### src/rtl/rrtqs_pkg.sv
// Shared types, codes and constants of the round-robin task queue scheduler.
package rrtqs_pkg;

   localparam int CMD_W      = 2;
   localparam int USER_W     = 4;
   localparam int ID_W       = 16;
   localparam int MS_W       = 32;
   localparam int CODE_W     = 8;
   localparam int NU_W       = 5;
   localparam int CSR_IDX_W  = 2;
   localparam int USER_CNT_W = 7;

   localparam logic [CMD_W-1:0] CMD_ENQUEUE  = 2'd0;
   localparam logic [CMD_W-1:0] CMD_DISPATCH = 2'd1;
   localparam logic [CMD_W-1:0] CMD_REPORT   = 2'd2;

   localparam logic [CSR_IDX_W-1:0] CSR_NUM_USERS  = 2'd0;
   localparam logic [CSR_IDX_W-1:0] CSR_QUANTUM    = 2'd1;
   localparam logic [CSR_IDX_W-1:0] CSR_LONG_LIMIT = 2'd2;

   localparam logic [NU_W-1:0] NUM_USERS_RST  = 5'd1;
   localparam logic [MS_W-1:0] QUANTUM_RST    = 32'd1000;
   localparam logic [MS_W-1:0] LONG_LIMIT_RST = 32'd60000;

   typedef struct packed {
      logic [ID_W-1:0] id;
      logic            susp;
      logic [MS_W-1:0] total;
   } rec_type;

   typedef struct packed {
      logic [USER_CNT_W-1:0] users;
      logic [MS_W-1:0]       quantum;
      logic [MS_W-1:0]       long_limit;
   } cfg_type;

endpackage

### src/rtl/rrtqs_csr.sv
// Configuration registers; the effective user count and quantum are clamped.
module rrtqs_csr #(
   parameter int MAX_USERS = 16
) (
   input  logic                           clock,
   input  logic                           reset,
   input  logic                           csr_valid,
   output logic                           csr_ready,
   input  logic [rrtqs_pkg::CSR_IDX_W-1:0] csr_index,
   input  logic [rrtqs_pkg::MS_W-1:0]     csr_wdata,
   output rrtqs_pkg::cfg_type             cfg
);

   localparam logic [rrtqs_pkg::USER_CNT_W-1:0] MU =
      rrtqs_pkg::USER_CNT_W'(MAX_USERS);

   logic [rrtqs_pkg::NU_W-1:0]       num_users_ff;
   logic [rrtqs_pkg::MS_W-1:0]       quantum_ff;
   logic [rrtqs_pkg::MS_W-1:0]       long_limit_ff;
   logic [rrtqs_pkg::USER_CNT_W-1:0] nu_ext;

   assign csr_ready = 1'b1;

   always_ff @(posedge clock) begin
      if (reset) begin
         num_users_ff  <= rrtqs_pkg::NUM_USERS_RST;
         quantum_ff    <= rrtqs_pkg::QUANTUM_RST;
         long_limit_ff <= rrtqs_pkg::LONG_LIMIT_RST;
      end else if (csr_valid && csr_ready) begin
         case (csr_index)
            rrtqs_pkg::CSR_NUM_USERS:  num_users_ff  <= csr_wdata[rrtqs_pkg::NU_W-1:0];
            rrtqs_pkg::CSR_QUANTUM:    quantum_ff    <= csr_wdata;
            rrtqs_pkg::CSR_LONG_LIMIT: long_limit_ff <= csr_wdata;
            default: ;
         endcase
      end
   end

   assign nu_ext = rrtqs_pkg::USER_CNT_W'(num_users_ff);

   always_comb begin
      if (nu_ext == '0) begin
         cfg.users = rrtqs_pkg::USER_CNT_W'(1);
      end else if (nu_ext > MU) begin
         cfg.users = MU;
      end else begin
         cfg.users = nu_ext;
      end
      cfg.quantum    = (quantum_ff == '0) ? rrtqs_pkg::MS_W'(1) : quantum_ff;
      cfg.long_limit = long_limit_ff;
   end

endmodule

### config.mk
export PLATFORM = sky130hd
export DESIGN_NAME = rrtqs_csr
export DESIGN_NICKNAME = d
export VERILOG_FILES = /design/src/rtl/rrtqs_pkg.sv /design/src/rtl/rrtqs_csr.sv
export SDC_FILE = /design/constraint.sdc
export NUM_CORES = 1
export LEC_CHECK = 0
export BUFFER_PORTS_ARGS = -buffer_cell sky130_fd_sc_hd__buf_2
export CORE_ASPECT_RATIO = 0.75
export CORE_UTILIZATION = 43
export DETAILED_ROUTE_END_ITERATION = 8
export HOLD_SLACK_MARGIN = 0.06
export MAX_ROUTING_LAYER = met4
export PLACE_DENSITY_LB_ADDON = 0.15
export REMOVE_ABC_BUFFERS = 1
export SYNTH_ARGS = -nofsm -noshare
export SYNTH_HDL_FRONTEND = slang
export SYNTH_SLANG_ARGS = --single-unit
### constraint.sdc
create_clock -name clock -period 0.9 [get_ports clock]
set_clock_uncertainty 0.1 [all_clocks]
set_input_delay 0.045 -clock clock [delete_from_list [all_inputs] [get_ports clock]]
set_output_delay 0.045 -clock clock [all_outputs]
set_load 0.005 [all_outputs]
==> results.sh <==
export IMPL_outcome="finished, violations left"
export IMPL_failing_checks="setup timing"
export IMPL_hpwl_um=4892
export IMPL_cts_hold_fix_buffers=32
export IMPL_layout_drive_gt1_share_pct=51.52
export IMPL_gr_usage_all_layers_pct=25.56
export IMPL_clk_pin_slew_worst_paths_ps=70
export IMPL_insertedDiodeCount=0
export IMPL_regToRegSetupSlack_ps=-110
export IMPL_routed_via_density=4.820
export IMPL_routed_wl_met3_um=562
export IMPL_crit_reg2reg_capture="num_users_ff[1]$_SDFFE_PP0P_"
export IMPL_synth_seq_cells=69
export IMPL_drtPass1Iterations=4
export IMPL_synth_top_cell_area_share_pct=50.11
export IMPL_yosysWarningCount=0
export IMPL_finalCoreUtilization_pct=75.96
export IMPL_layout_setup_ws_ps=-640.4
export IMPL_grt_antenna_before_repair=0
export IMPL_fp_coreArea_mm2=0.006006
export IMPL_dp_cells=515
export IMPL_dr_first_iter_drc_count=128
export IMPL_total_power_uw=6820
export IMPL_min_period_over_period_pct=171.2
export IMPL_syn_cell_area_mm2=0.002756
export IMPL_max_vdd_ir_drop_mv=0.9948
export IMPL_clock_path_buffers=2
export IMPL_drv_cap=0
export IMPL_r2r_start="num_users_ff[1]$_SDFFE_PP0P_"
export IMPL_startpoint_type="flip-flop"
export IMPL_setup_repair_after_global_routing_missed_its_margin="yes"
export IMPL_hold_crit_endpoint="long_limit_ff[2]$_SDFFE_PP0P_"
export IMPL_detail_route_wl_per_cell_um=14.18
export IMPL_wl_met2_um=3746
export IMPL_worst_path_max_fanout=2
export IMPL_cts_tree="done"
export IMPL_slew_viol_final=0
export IMPL_die_area_mm2=0.006738
export IMPL_post_synth_inst_count=352
export IMPL_ant_nets=0
export IMPL_final_cells=571
export IMPL_critical_path_arrival_ps=1400
export IMPL_drt_drc_violations_left=0
export IMPL_htreeDepth=3
export IMPL_synthesis_area_per_instance_um2=7.831
export IMPL_detailedPlace_worstSlack_ps=-431.0
export IMPL_worst_setup_path_class="flip-flop to output port"
export IMPL_globalRouteOverflowTotal=0
export IMPL_floorplan_initialDensity_pct=45.90
export IMPL_worstSkewPairLatency_ps=340
export IMPL_netlist_cell_type_count=20
export IMPL_cts_made_buffers=9
export IMPL_top_layer="met4"
export IMPL_chipHeight_um=71.34
export IMPL_num_rows=24
export IMPL_endpoint_kind="output port"
export IMPL_finalWeightedCongestion=0.7757
export IMPL_wl_met1_um=3682
export IMPL_setup_viol=70
export IMPL_grt_max_degree=33
export IMPL_routed_wl_um=8095
export IMPL_critPathRequiredTime_ps=750
export IMPL_dieWidth_um=94.45
export IMPL_final_design_area_no_fill_mm2=0.004562
export IMPL_count_of_final_hold_check_violations=0
export IMPL_power_density_mw_per_mm2=1495
export IMPL_min_path_cells=3
export IMPL_numPortBuffers=105
export IMPL_worstHoldStart="reset"
export IMPL_grt_first_pass_wirelength_um=12670
export IMPL_min_path_type="primary input to flip-flop"
export IMPL_ff2ff_path_depth=4
export IMPL_post_place_instance_area_mm2=0.003435
export IMPL_final_net_count=527
export IMPL_layout_area_overhead_vs_synth_pct=65.50
export IMPL_post_synth_main_area_contributors="sky130_fd_sc_hd__dfxtp_1 (50%), sky130_fd_sc_hd__nand2_1 (17%), sky130_fd_sc_hd__a21oi_1 (7.8%)"
export IMPL_leakage_uw=0.001968
export IMPL_io_pins=109
export IMPL_via_count_of_the_first_global_routing_pass=2700
export IMPL_synth_seq_area_share_pct=50.11
export IMPL_synth_top_cell_by_area="sky130_fd_sc_hd__dfxtp_1"
export IMPL_fin_crit_ps=1540
export IMPL_detailroute_via_count=2752
export IMPL_max_freq_mhz=649.2
export IMPL_clockRootBuffer="sky130_fd_sc_hd__clkbuf_8"
export IMPL_numClockSinks=69
-- sequential cells by signal (all words and copies together) (netlist names) --
signal,flops
num_users_ff,5
quantum_ff,32
long_limit_ff,32
-- worst max-delay path, stage by stage, from the launching register on --
cell and delay (ps):
sky130_fd_sc_hd__dfxtp_2 340, sky130_fd_sc_hd__nor4_4 300, sky130_fd_sc_hd__nand4_1 140, sky130_fd_sc_hd__o21bai_1 140, sky130_fd_sc_hd__buf_2 130
-- kinds of logic after synthesis --
kind of cell / count (synthesis) / share of synthesized area (%)
other: 2 / 0.2725
and+or+nand+nor: 167 / 27.01
DFF: 69 / 50.11
AOI/OAI and AO/OA: 53 / 10.94
muxes: 4 / 1.453
buffers and inverters: 57 / 10.21
-- cells in the mapped netlist, drive strengths merged --
library cell,instances
a211o,1
nand2,128
nor2,6
nor3b,1
buf,18
mux2i,4
a21oi,51
clkbuf,39
nand3b,15
nor3,1
nand4,2
nor2b,4
and3b,2
nor4,8
o21bai,1
dfxtp,69
conb,2
-- worst max path at each step --
stage / start / end / slack [ps] / cells after the start
after floorplan: csr_index[0] / long_limit_ff[1]$_SDFFE_PP0P_ / -300 / 3
after global placement: quantum_ff[7]$_SDFFE_PP1P_ / cfg[32] / -360 / 4
after detailed placement: quantum_ff[7]$_SDFFE_PP1P_ / cfg[32] / -430 / 4
after CTS: quantum_ff[10]$_SDFFE_PP0P_ / cfg[32] / -690 / 4
after global routing: quantum_ff[14]$_SDFFE_PP0P_ / cfg[32] / -750 / 4
final: quantum_ff[10]$_SDFFE_PP0P_ / cfg[32] / -640 / 4
-- metal layers --
metal | vias to the layer above | track usage, %
li1 | 1378 | -
met1 | 1255 | 30.85
met4 | 0 | 7.407
met3 | 14 | 9.448
met2 | 105 | 40.10
met5 | - | -
-- power by group --
part | internal, uW | switching [uW]
sequential | 3190 | 93.2
clock | 1480 | 1110
combinational | 554 | 403
-- stage by stage --
step | setup TNS (ps) | hold WS, ps
6_report | -6237 | 9.662
5_1_grt | -8912 | 12.88
4_1_cts | -6862 | -3.819
3_5_place_dp | -8133 | 172.2
3_3_place_gp | -7158 | 171.5
2_1_floorplan | -17700 | 7.445
-- area by class of cell --
type / count / area (um^2)
Sequential cell: 69 / 1471
Clock buffer: 13 / 168.9
Timing Repair Buffer: 183 / 1592
Tap cell: 78 / 97.59
Multi-Input combinational cell: 227 / 1202
Clock inverter: 1 / 30.03
Fill cell: 421 / 1444
-- cell usage in the layout (no fill, tap or decap) --
cell	netlist	routed
sky130_fd_sc_hd__a211o_1	1	1
sky130_fd_sc_hd__a21oi_1	43	41
sky130_fd_sc_hd__a21oi_2	8	10
sky130_fd_sc_hd__and3b_1	2	2
sky130_fd_sc_hd__buf_12	0	5
sky130_fd_sc_hd__buf_2	9	66
sky130_fd_sc_hd__buf_4	3	16
sky130_fd_sc_hd__buf_6	6	64
sky130_fd_sc_hd__bufinv_16	0	1
sky130_fd_sc_hd__clkbuf_1	39	1
sky130_fd_sc_hd__clkbuf_8	0	12
sky130_fd_sc_hd__conb_1	2	3
sky130_fd_sc_hd__dfxtp_1	69	1
sky130_fd_sc_hd__dfxtp_2	0	66
sky130_fd_sc_hd__dfxtp_4	0	2
sky130_fd_sc_hd__dlygate4sd3_1	0	32
sky130_fd_sc_hd__mux2i_1	4	4
sky130_fd_sc_hd__nand2_1	128	127
sky130_fd_sc_hd__nand2_4	0	1
sky130_fd_sc_hd__nand3b_1	15	15
sky130_fd_sc_hd__nand4_1	2	2
sky130_fd_sc_hd__nor2_1	6	6
sky130_fd_sc_hd__nor2b_1	4	2
sky130_fd_sc_hd__nor2b_4	0	2
sky130_fd_sc_hd__nor3_2	0	1
sky130_fd_sc_hd__nor3b_4	1	1
sky130_fd_sc_hd__nor4_1	8	1
sky130_fd_sc_hd__nor4_2	0	4
sky130_fd_sc_hd__nor4_4	0	3
sky130_fd_sc_hd__o21bai_1	1	1
-- what timing repair did --
action | CTS | global route
setup endpoints to repair | 70 | 69
endpoints found under the hold margin | 69 | 34
setup buffers | 4 | 11
pin swaps | 5 | 6
gates resized for setup | 119 | 37
Note: power is estimated with default switching activity, not from simulation.
