`config.mk`:
```
export PLATFORM = sky130hd
export DESIGN_NAME = rrtqs_qdesc_mem
export DESIGN_NICKNAME = d
export VERILOG_FILES = /design/src/rtl/rrtqs_qdesc_mem.sv
export SDC_FILE = /design/constraint.sdc
export NUM_CORES = 1
export LEC_CHECK = 0
export BUFFER_PORTS_ARGS = -buffer_cell sky130_fd_sc_hd__buf_2
export CAP_MARGIN = 10
export CORE_MARGIN = 4
export CORE_UTILIZATION = 50
export CTS_CLUSTER_SIZE = 14
export DETAILED_ROUTE_END_ITERATION = 16
export HOLD_SLACK_MARGIN = 0.1
export PLACE_DENSITY = 0.76
export SLEW_MARGIN = 0
export SYNTH_ARGS = -nofsm -noshare
export SYNTH_HDL_FRONTEND = slang
export SYNTH_SLANG_ARGS = --single-unit
```
`constraint.sdc`:
```
create_clock -name clock -period 2.05 [get_ports clock]
set_input_delay 0.1025 -clock clock [delete_from_list [all_inputs] [get_ports clock]]
set_output_delay 0.1025 -clock clock [all_outputs]
set_load 0.1 [all_outputs]
```
`src/rtl/rrtqs_qdesc_mem.sv`:
```
// Queue descriptor memory (head, tail, count) with per-queue valid bits.
module rrtqs_qdesc_mem #(
   parameter int NUM_Q = 16,
   parameter int UW    = 4,
   parameter int SW    = 4,
   parameter int CW    = 5
) (
   input  logic          clock,
   input  logic          reset,
   input  logic          wr_en,
   input  logic [UW-1:0] wr_addr,
   input  logic [SW-1:0] wr_head,
   input  logic [SW-1:0] wr_tail,
   input  logic [CW-1:0] wr_count,
   input  logic [UW-1:0] rd_addr,
   output logic [SW-1:0] rd_head,
   output logic [SW-1:0] rd_tail,
   output logic [CW-1:0] rd_count
);

   localparam int DW = SW + SW + CW;

   logic [DW-1:0]    mem_ff [NUM_Q];
   logic [NUM_Q-1:0] valid_ff;
   logic [DW-1:0]    rd_data_ff;
   logic             rd_valid_ff;

   always_ff @(posedge clock) begin
      if (wr_en) begin
         mem_ff[wr_addr] <= {wr_head, wr_tail, wr_count};
      end
      rd_data_ff <= mem_ff[rd_addr];
   end

   always_ff @(posedge clock) begin
      if (reset) begin
         valid_ff    <= '0;
         rd_valid_ff <= 1'b0;
      end else begin
         if (wr_en) begin
            valid_ff[wr_addr] <= 1'b1;
         end
         rd_valid_ff <= valid_ff[rd_addr];
      end
   end

   assign {rd_head, rd_tail, rd_count} = rd_valid_ff ? rd_data_ff : '0;

endmodule

```
==> results of run 1 <==
layer usage:
metal  global-route usage [%]  wire [um]
met1                    23.77       6844
met2                    33.76       9916
met3                    3.058       1332
met4                    5.101        424
met5                        0          0
state kept, by name, summed over array words and instances, names as in the netlist:
name and flops:
valid_ff 16, mem_ff 208, rd_data_ff 13, rd_valid_ff 1
metrics by stage:
stage                     util, %  worst slack (ns)  hold WS, ns  cell area (um2)  power, uW
after floorplan                 -           0.05170       0.2014             8999       5884
after global placement      55.18            0.3267       0.4450             9643       6064
after detailed placement    55.18            0.2874       0.4529             9643       6092
after CTS                   60.47            0.1222       0.2071            10570      10350
after global routing        60.47           0.07557       0.2241            10570      10640
final                       60.47            0.1281       0.2191            10570      10290
synth_stat cells (2+ instances only):
library cell     n
buf_4            2
mux4_2          28
buf_6            3
mux4_1          26
edfxtp_1       208
buf_1            2
mux2i_1          2
nor3_1           4
clkbuf_1         3
nand3b_1         2
buf_8            3
a221o_1         13
nand2b_1         3
buf_2            3
a22o_1          13
dlygate4sd1_1    2
mux2_2           2
nand2_1          3
nor2_1          46
and2_1          14
dfxtp_1         30
worst max path at each step:
| stage | cells past startpoint | from | to | slack [ns] |
|---|---|---|---|---|
| finish | 2 | rd_valid_ff | rd_count[0] | 0.13 |
| global route | 2 | rd_valid_ff | rd_count[0] | 0.08 |
| CTS | 2 | rd_valid_ff | rd_count[0] | 0.12 |
| detailed placement | 5 | rd_addr[0] | rd_data_ff[3] | 0.29 |
| global placement | 5 | rd_addr[0] | rd_data_ff[5] | 0.33 |
| floorplan | 2 | wr_addr[2] | mem_ff[0][0] | 0.05 |
layout make-up:
type,instances,area (um2)
clock inverters,10,150.1
flip-flops and latches,238,6847
multi-input cells,164,2003
clock buffers,31,615.6
repair buffers,87,668.1
well taps,225,281.5
fillers,1176,6908
inverters,1,3.754
timing repair:
action                                 4_1_cts  5_1_grt
resized for setup                            0        0
endpoints found under the hold margin      225        0
hold buffers                                16        0
critical path, cell delays in order, from the launching register on:
cell	delay, ns
dfxtp_1	0.62
and2_1	0.26
buf_2	0.44
placed cells by master (no fill, tap or decap), types with 2 or more instances in the layout:
cell type / n
edfxtp_1: 208
nor2_1: 46
buf_2: 35
buf_4: 31
dfxtp_1: 30
mux4_2: 28
mux4_1: 26
clkbuf_16: 23
dlygate4sd3_1: 16
and2_1: 14
a22o_1: 13
a221o_1: 13
clkbuf_1: 7
clkinv_2: 6
buf_12: 5
nor3_2: 4
bufinv_16: 4
nand2_1: 3
nand2b_1: 3
nand3b_1: 2
mux2i_1: 2
mux2_2: 2
power breakdown:
group	switching, uW	leakage (uW)	internal [uW]
clock network	1670	0.000379	2610
registers	39.8	0.00213	5390
logic	345	0.00116	240
total	2050	0.00367	8240
cell families after synthesis:
kind of cell    Yosys count
buf+inv                  21
simple gates             76
flops                   238
compound gates           30
mux                      58
==> reports/results.tsv, run 1 <==
stage	metric	value	unit
setup_path	crit_arrival	1.82	ns
clock_tree	clk_pin_slew	0.07	ns
placement	dp_cells	699	
yosys	ys_types	32	
clock_tree	clockRootBuffer	clkbuf_16	
pwr	vdd_drop_max	0.6616	mV
yosys	synth-async-reset-ratio	0	%
global_routing	grt_pass1_vias	4616	
floorplan	core-area	0.01748	mm2
floorplan	dieArea	0.02021	mm2
yosys	synth_fa_ha_area_share	0	%
clock_tree	clk_path_buf_depth	3	
detailed_routing	ant_nets	0	
worst_hold_path	whs_path_depth	3	
setup_path	rr_worst_depth	5	
timing	max_slew_margin	53.38	%
detailed_routing	drt_iter0_markers	423	
pwr	p_per_area	973.4	mW/mm2
timing	fin_skew	0.01058	ns
yosys	synth_top_area_share	69.41	%
yosys	mappedNetlistArea	0.008999	mm2
detailed_routing	via_per_inst	5.915	
timing	setup_tns	0	ns
flow_run	maxCapViolCount	0	
global_routing	grt_max_degree	59	
yosys	synth_top_family_by_area	multiplexers	
clock_tree	tritoncts	done	
pwr	p_leak	0.003665	uW
global_routing	antenna_found_initial	0	
yosys	synthMuxAreaShare	15.07	%
setup_path	crit_required	1.95	ns
floorplan	start_util	51.49	%
setup_path	start_kind	register	
timing	period_share	93.75	%
setup_path	timing.rr.end	rd_valid_ff	
final_layout	syn_to_final_growth	17.45	%
global_routing	track_usage	18.78	%
yosys	synth_compound_area_share	3.045	%
timing	fmax	520.3	MHz
clock_tree	cts_buffers	23	
yosys	synth-edff-count	208	
yosys	syn_inst	423	
timing	setup_viol	0	
floorplan	dieWidth	142.2	um
setup_path	endpoint_kind	primary output	
timing	period_minus_slack	1.922	ns
timing	finalMaxSlewViolations	0	
floorplan	rows	48	
global_routing	grt_pass1_wl	28.09	mm
detailed_routing	post_drt_wl_per_cell	24.49	um
placement	gp_congestion	0.7781	
clock_tree	post_cts_buffers	0	
yosys	syn_avg_cell_area	21.27	um2
outcome	outcome	complete, no violations	
yosys	ys_top_cells_by_area	edfxtp_1 69%, mux4_1 7.6%, mux4_2 7.0%, dfxtp_1 6.7%, nor2_1 1.9%	
clock_tree	clock_sinks	238	
worst_hold_path	min_path_type	input pin to register	
clock_tree	htree_levels	1	
yosys	synth_flop_cell	edfxtp_1	
worst_hold_path	worstHoldStart	wr_addr[1]	
yosys	syn_nets	447	
setup_path	timing.rr.start	valid_ff[5]	
detailed_routing	dr.pass1.iters	4	
yosys	synth-simple-area-share	3.921	%
floorplan	die_h	142.2	um
yosys	ys_seq_elements	238	
floorplan	ios	37	
final_layout	layout-drive-gt1-share	26.37	%
setup_path	r2r_setup_slack	0.13	ns
detailed_routing	num_vias	4472	
final_layout	antenna_cells	0	
placement	io_buffers	36	
worst_hold_path	holdPathEnd	mem_ff[12][9]	
yosys	synthXorXnorAreaFrac	0	%
yosys	yosysTopAreaCell	edfxtp_1	
setup_path	crit_path_max_fanout	13	
detailed_routing	routed_wl	18.52	mm
yosys	synth_warnings	0	
timing	worst_pin_slew	0.6993	ns
timing	hold_viol	0	
setup_path	worstSetupPathType	register to primary output	
yosys	ys_seq_area_share	76.08	%
clock_tree	worstSkewPairLatency	0.50	ns
placement	hpwl	11.05	mm
timing	rsz0062_at_grt	false	
final_layout	instances_no_fill	756	
final_layout	nNetsFinal	539	
global_routing	overflow	0	
detailed_routing	drcViolationCount	0	
Power figures use the tool's default switching activity.
==> run 2, diff against run 1 <==
--- a/config.mk
+++ b/config.mk
@@ -7,12 +7,13 @@
 export LEC_CHECK = 0
 export BUFFER_PORTS_ARGS = -buffer_cell sky130_fd_sc_hd__buf_2
 export CAP_MARGIN = 10
+export CELL_PAD_IN_SITES_DETAIL_PLACEMENT = 0
+export CELL_PAD_IN_SITES_GLOBAL_PLACEMENT = 1
 export CORE_MARGIN = 4
-export CORE_UTILIZATION = 50
+export CORE_UTILIZATION = 49
 export CTS_CLUSTER_SIZE = 14
 export DETAILED_ROUTE_END_ITERATION = 16
-export HOLD_SLACK_MARGIN = 0.1
-export PLACE_DENSITY = 0.76
+export PLACE_DENSITY = 0.82
 export SLEW_MARGIN = 0
 export SYNTH_ARGS = -nofsm -noshare
 export SYNTH_HDL_FRONTEND = slang
==> run 2 against run 1 <==
  * Design area increased by 0.57%
  * Combinational power is essentially flat
  * Die area grew 1.9%
==> reports/results.tsv, run 2 (synthesis gave the netlist of run 1 again) <==
stage	metric	value	unit	change
global_routing	grt_max_degree	59		unchanged
final_layout	layout-drive-gt1-share	27.34	%	+0.98 points
floorplan	rows	49		+2.1%
clock_tree	clock_sinks	238		unchanged
clock_tree	post_cts_buffers	0		unchanged
detailed_routing	post_drt_wl_per_cell	24.30	um	-0.78%
setup_path	start_kind	register		
detailed_routing	drcViolationCount	0		unchanged
flow_run	maxCapViolCount	0		unchanged
final_layout	largest_reg_flops	208		unchanged
timing	hold_viol	0		unchanged
final_layout	antenna_cells	0		unchanged
final_layout	top_regs	mem_ff: 208 flops, valid_ff: 16 flops, rd_data_ff: 13 flops		
pwr	vdd_drop_max	0.6516	mV	-1.5%
detailed_routing	num_vias	4434		-0.85%
floorplan	core-area	0.01802	mm2	+3.1%
worst_hold_path	worstHoldStart	rd_addr[2]		
floorplan	dieWidth	143.5	um	+0.96%
final_layout	syn_to_final_growth	18.12	%	
global_routing	grt_pass1_vias	4542		-1.6%
setup_path	r2r_setup_slack	0.52	ns	+0.39 ns
setup_path	worstSetupPathType	register to primary output		
floorplan	dieArea	0.02060	mm2	+1.9%
detailed_routing	via_per_inst	5.811		-1.8%
timing	period_share	88.13	%	-5.6 points
final_layout	post-route-util	58.97	%	-1.5 points
placement	hpwl	11.00	mm	-0.47%
global_routing	antenna_found_initial	0		unchanged
clock_tree	htree_levels	1		unchanged
global_routing	overflow	0		unchanged
pwr	total_power	10490	uW	+2.0%
setup_path	crit_path_max_fanout	13		unchanged
timing	period_minus_slack	1.807	ns	-0.1153 ns
setup_path	endpoint_kind	primary output		
final_layout	multi_input_area	0.002003	mm2	unchanged
setup_path	timing.rr.end	rd_data_ff[5]		
final_layout	final_common_cell	edfxtp_1		
setup_path	timing.rr.start	mem_ff[9][5]		
floorplan	start_util	49.92	%	-1.6 points
final_layout	most-common-layout-cells	208 x edfxtp_1, 46 x nor2_1, 35 x buf_2		
timing	finalMaxSlewViolations	0		unchanged
detailed_routing	ant_nets	0		unchanged
global_routing	grt_pass1_wl	27.79	mm	-1.1%
timing	setup_tns	0	ns	unchanged
placement	io_buffers	36		unchanged
placement	dp_cells	705		+0.86%
clock_tree	worstSkewPairLatency	0.51	ns	about the same
timing	worst_pin_slew	0.7332	ns	+0.03385 ns
placement	gp_congestion	0.7750		-0.40%
clock_tree	clockRootBuffer	clkbuf_16		
pwr	p_leak	0.003692	uW	+0.74%
timing	fmax	553.5	MHz	+6.4%
floorplan	die_h	143.5	um	+0.96%
setup_path	crit_required	1.95	ns	about the same
worst_hold_path	whs_path_depth	4		+1
clock_tree	cts_buffers	24		+4.3%
global_routing	track_usage	18.28	%	-0.50 points
setup_path	rr_worst_depth	3		-2
timing	setup_viol	0		unchanged
final_layout	nNetsFinal	541		+0.37%
pwr	p_per_area	986.9	mW/mm2	+1.4%
outcome	outcome	complete, no violations		
detailed_routing	dr.pass1.iters	5		+1
final_layout	seq_area	0.006848	mm2	about the same
detailed_routing	routed_wl	18.54	mm	+0.14%
final_layout	n_fill_cell	1298		+10%
timing	max_slew_margin	51.12	%	-2.3 points
timing	fin_skew	0.01071	ns	+0.0001379 ns
detailed_routing	drt_iter0_markers	421		-0.47%
worst_hold_path	holdPathEnd	rd_valid_ff		
worst_hold_path	min_path_type	input pin to register		
clock_tree	clk_pin_slew	0.06	ns	about the same
final_layout	top_register	mem_ff		
floorplan	ios	37		unchanged
setup_path	crit_arrival	1.70	ns	-0.12 ns
final_layout	instances_no_fill	763		+0.93%
timing	rsz0062_at_grt	false		
clock_tree	clk_path_buf_depth	3		unchanged
clock_tree	tritoncts	done		
[run 2: cell type report]
type	instances	share of cell area, %
multi-input combinational	164	18.85
timing repair buffer	88	6.215
clock inverter	15	1.695
tap	229	2.696
sequential	238	64.43
inverter	1	0.03532
clock buffer	28	6.086
[run 2: critical path, stage by stage, from the launching register on]
cell and delay (ns):
dfxtp_2 0.49, and2_1 0.24, buf_2 0.45
[run 2: timing repair]
item / 4_1_cts / 5_1_grt
endpoints found under the setup margin: 0 / 1
endpoints found under the hold margin: 224 / 0
hold buffers: 15 / 0
resized for setup: 0 / 1
[run 2: how the worst max path moves through the flow]
stage           startpoint             to  slack, ns  cells past startpoint
2_1_floorplan   wr_addr[2]   mem_ff[0][0]       0.05                      2
3_3_place_gp    rd_addr[0]  rd_data_ff[5]       0.27                      5
3_5_place_dp    rd_addr[0]  rd_data_ff[5]       0.24                      5
4_1_cts        rd_valid_ff    rd_count[2]       0.03                      2
5_1_grt        rd_valid_ff    rd_count[2]       0.20                      2
6_report       rd_valid_ff    rd_count[2]       0.24                      2
[run 2: power breakdown]
part	internal (uW)	switching, uW
Clock	2760	1720
Sequential	5390	42.5
Combinational	239	345
[run 2: metrics by stage]
step	worst slack, ns	hold slack, ns	area [um2]
after global routing	0.1988	0.1711	10630
after detailed placement	0.2374	0.4545	9651
after CTS	0.03274	0.1338	10630
final	0.2434	0.1426	10630
after global placement	0.2684	0.4414	9651
after floorplan	0.05170	0.2014	8999
[run 2: routing by layer]
layer  share of wire (%)  GRT usage [%]  wire [um]  vias to the layer above
met1                  41          25.07       7634                     2307
met4                 1.8          4.460        327                        0
li1                    -              -          -                     1954
met5                   0              0          0                        -
met2                  51          30.74       9460                      155
met3                 6.0          3.494       1119                       18
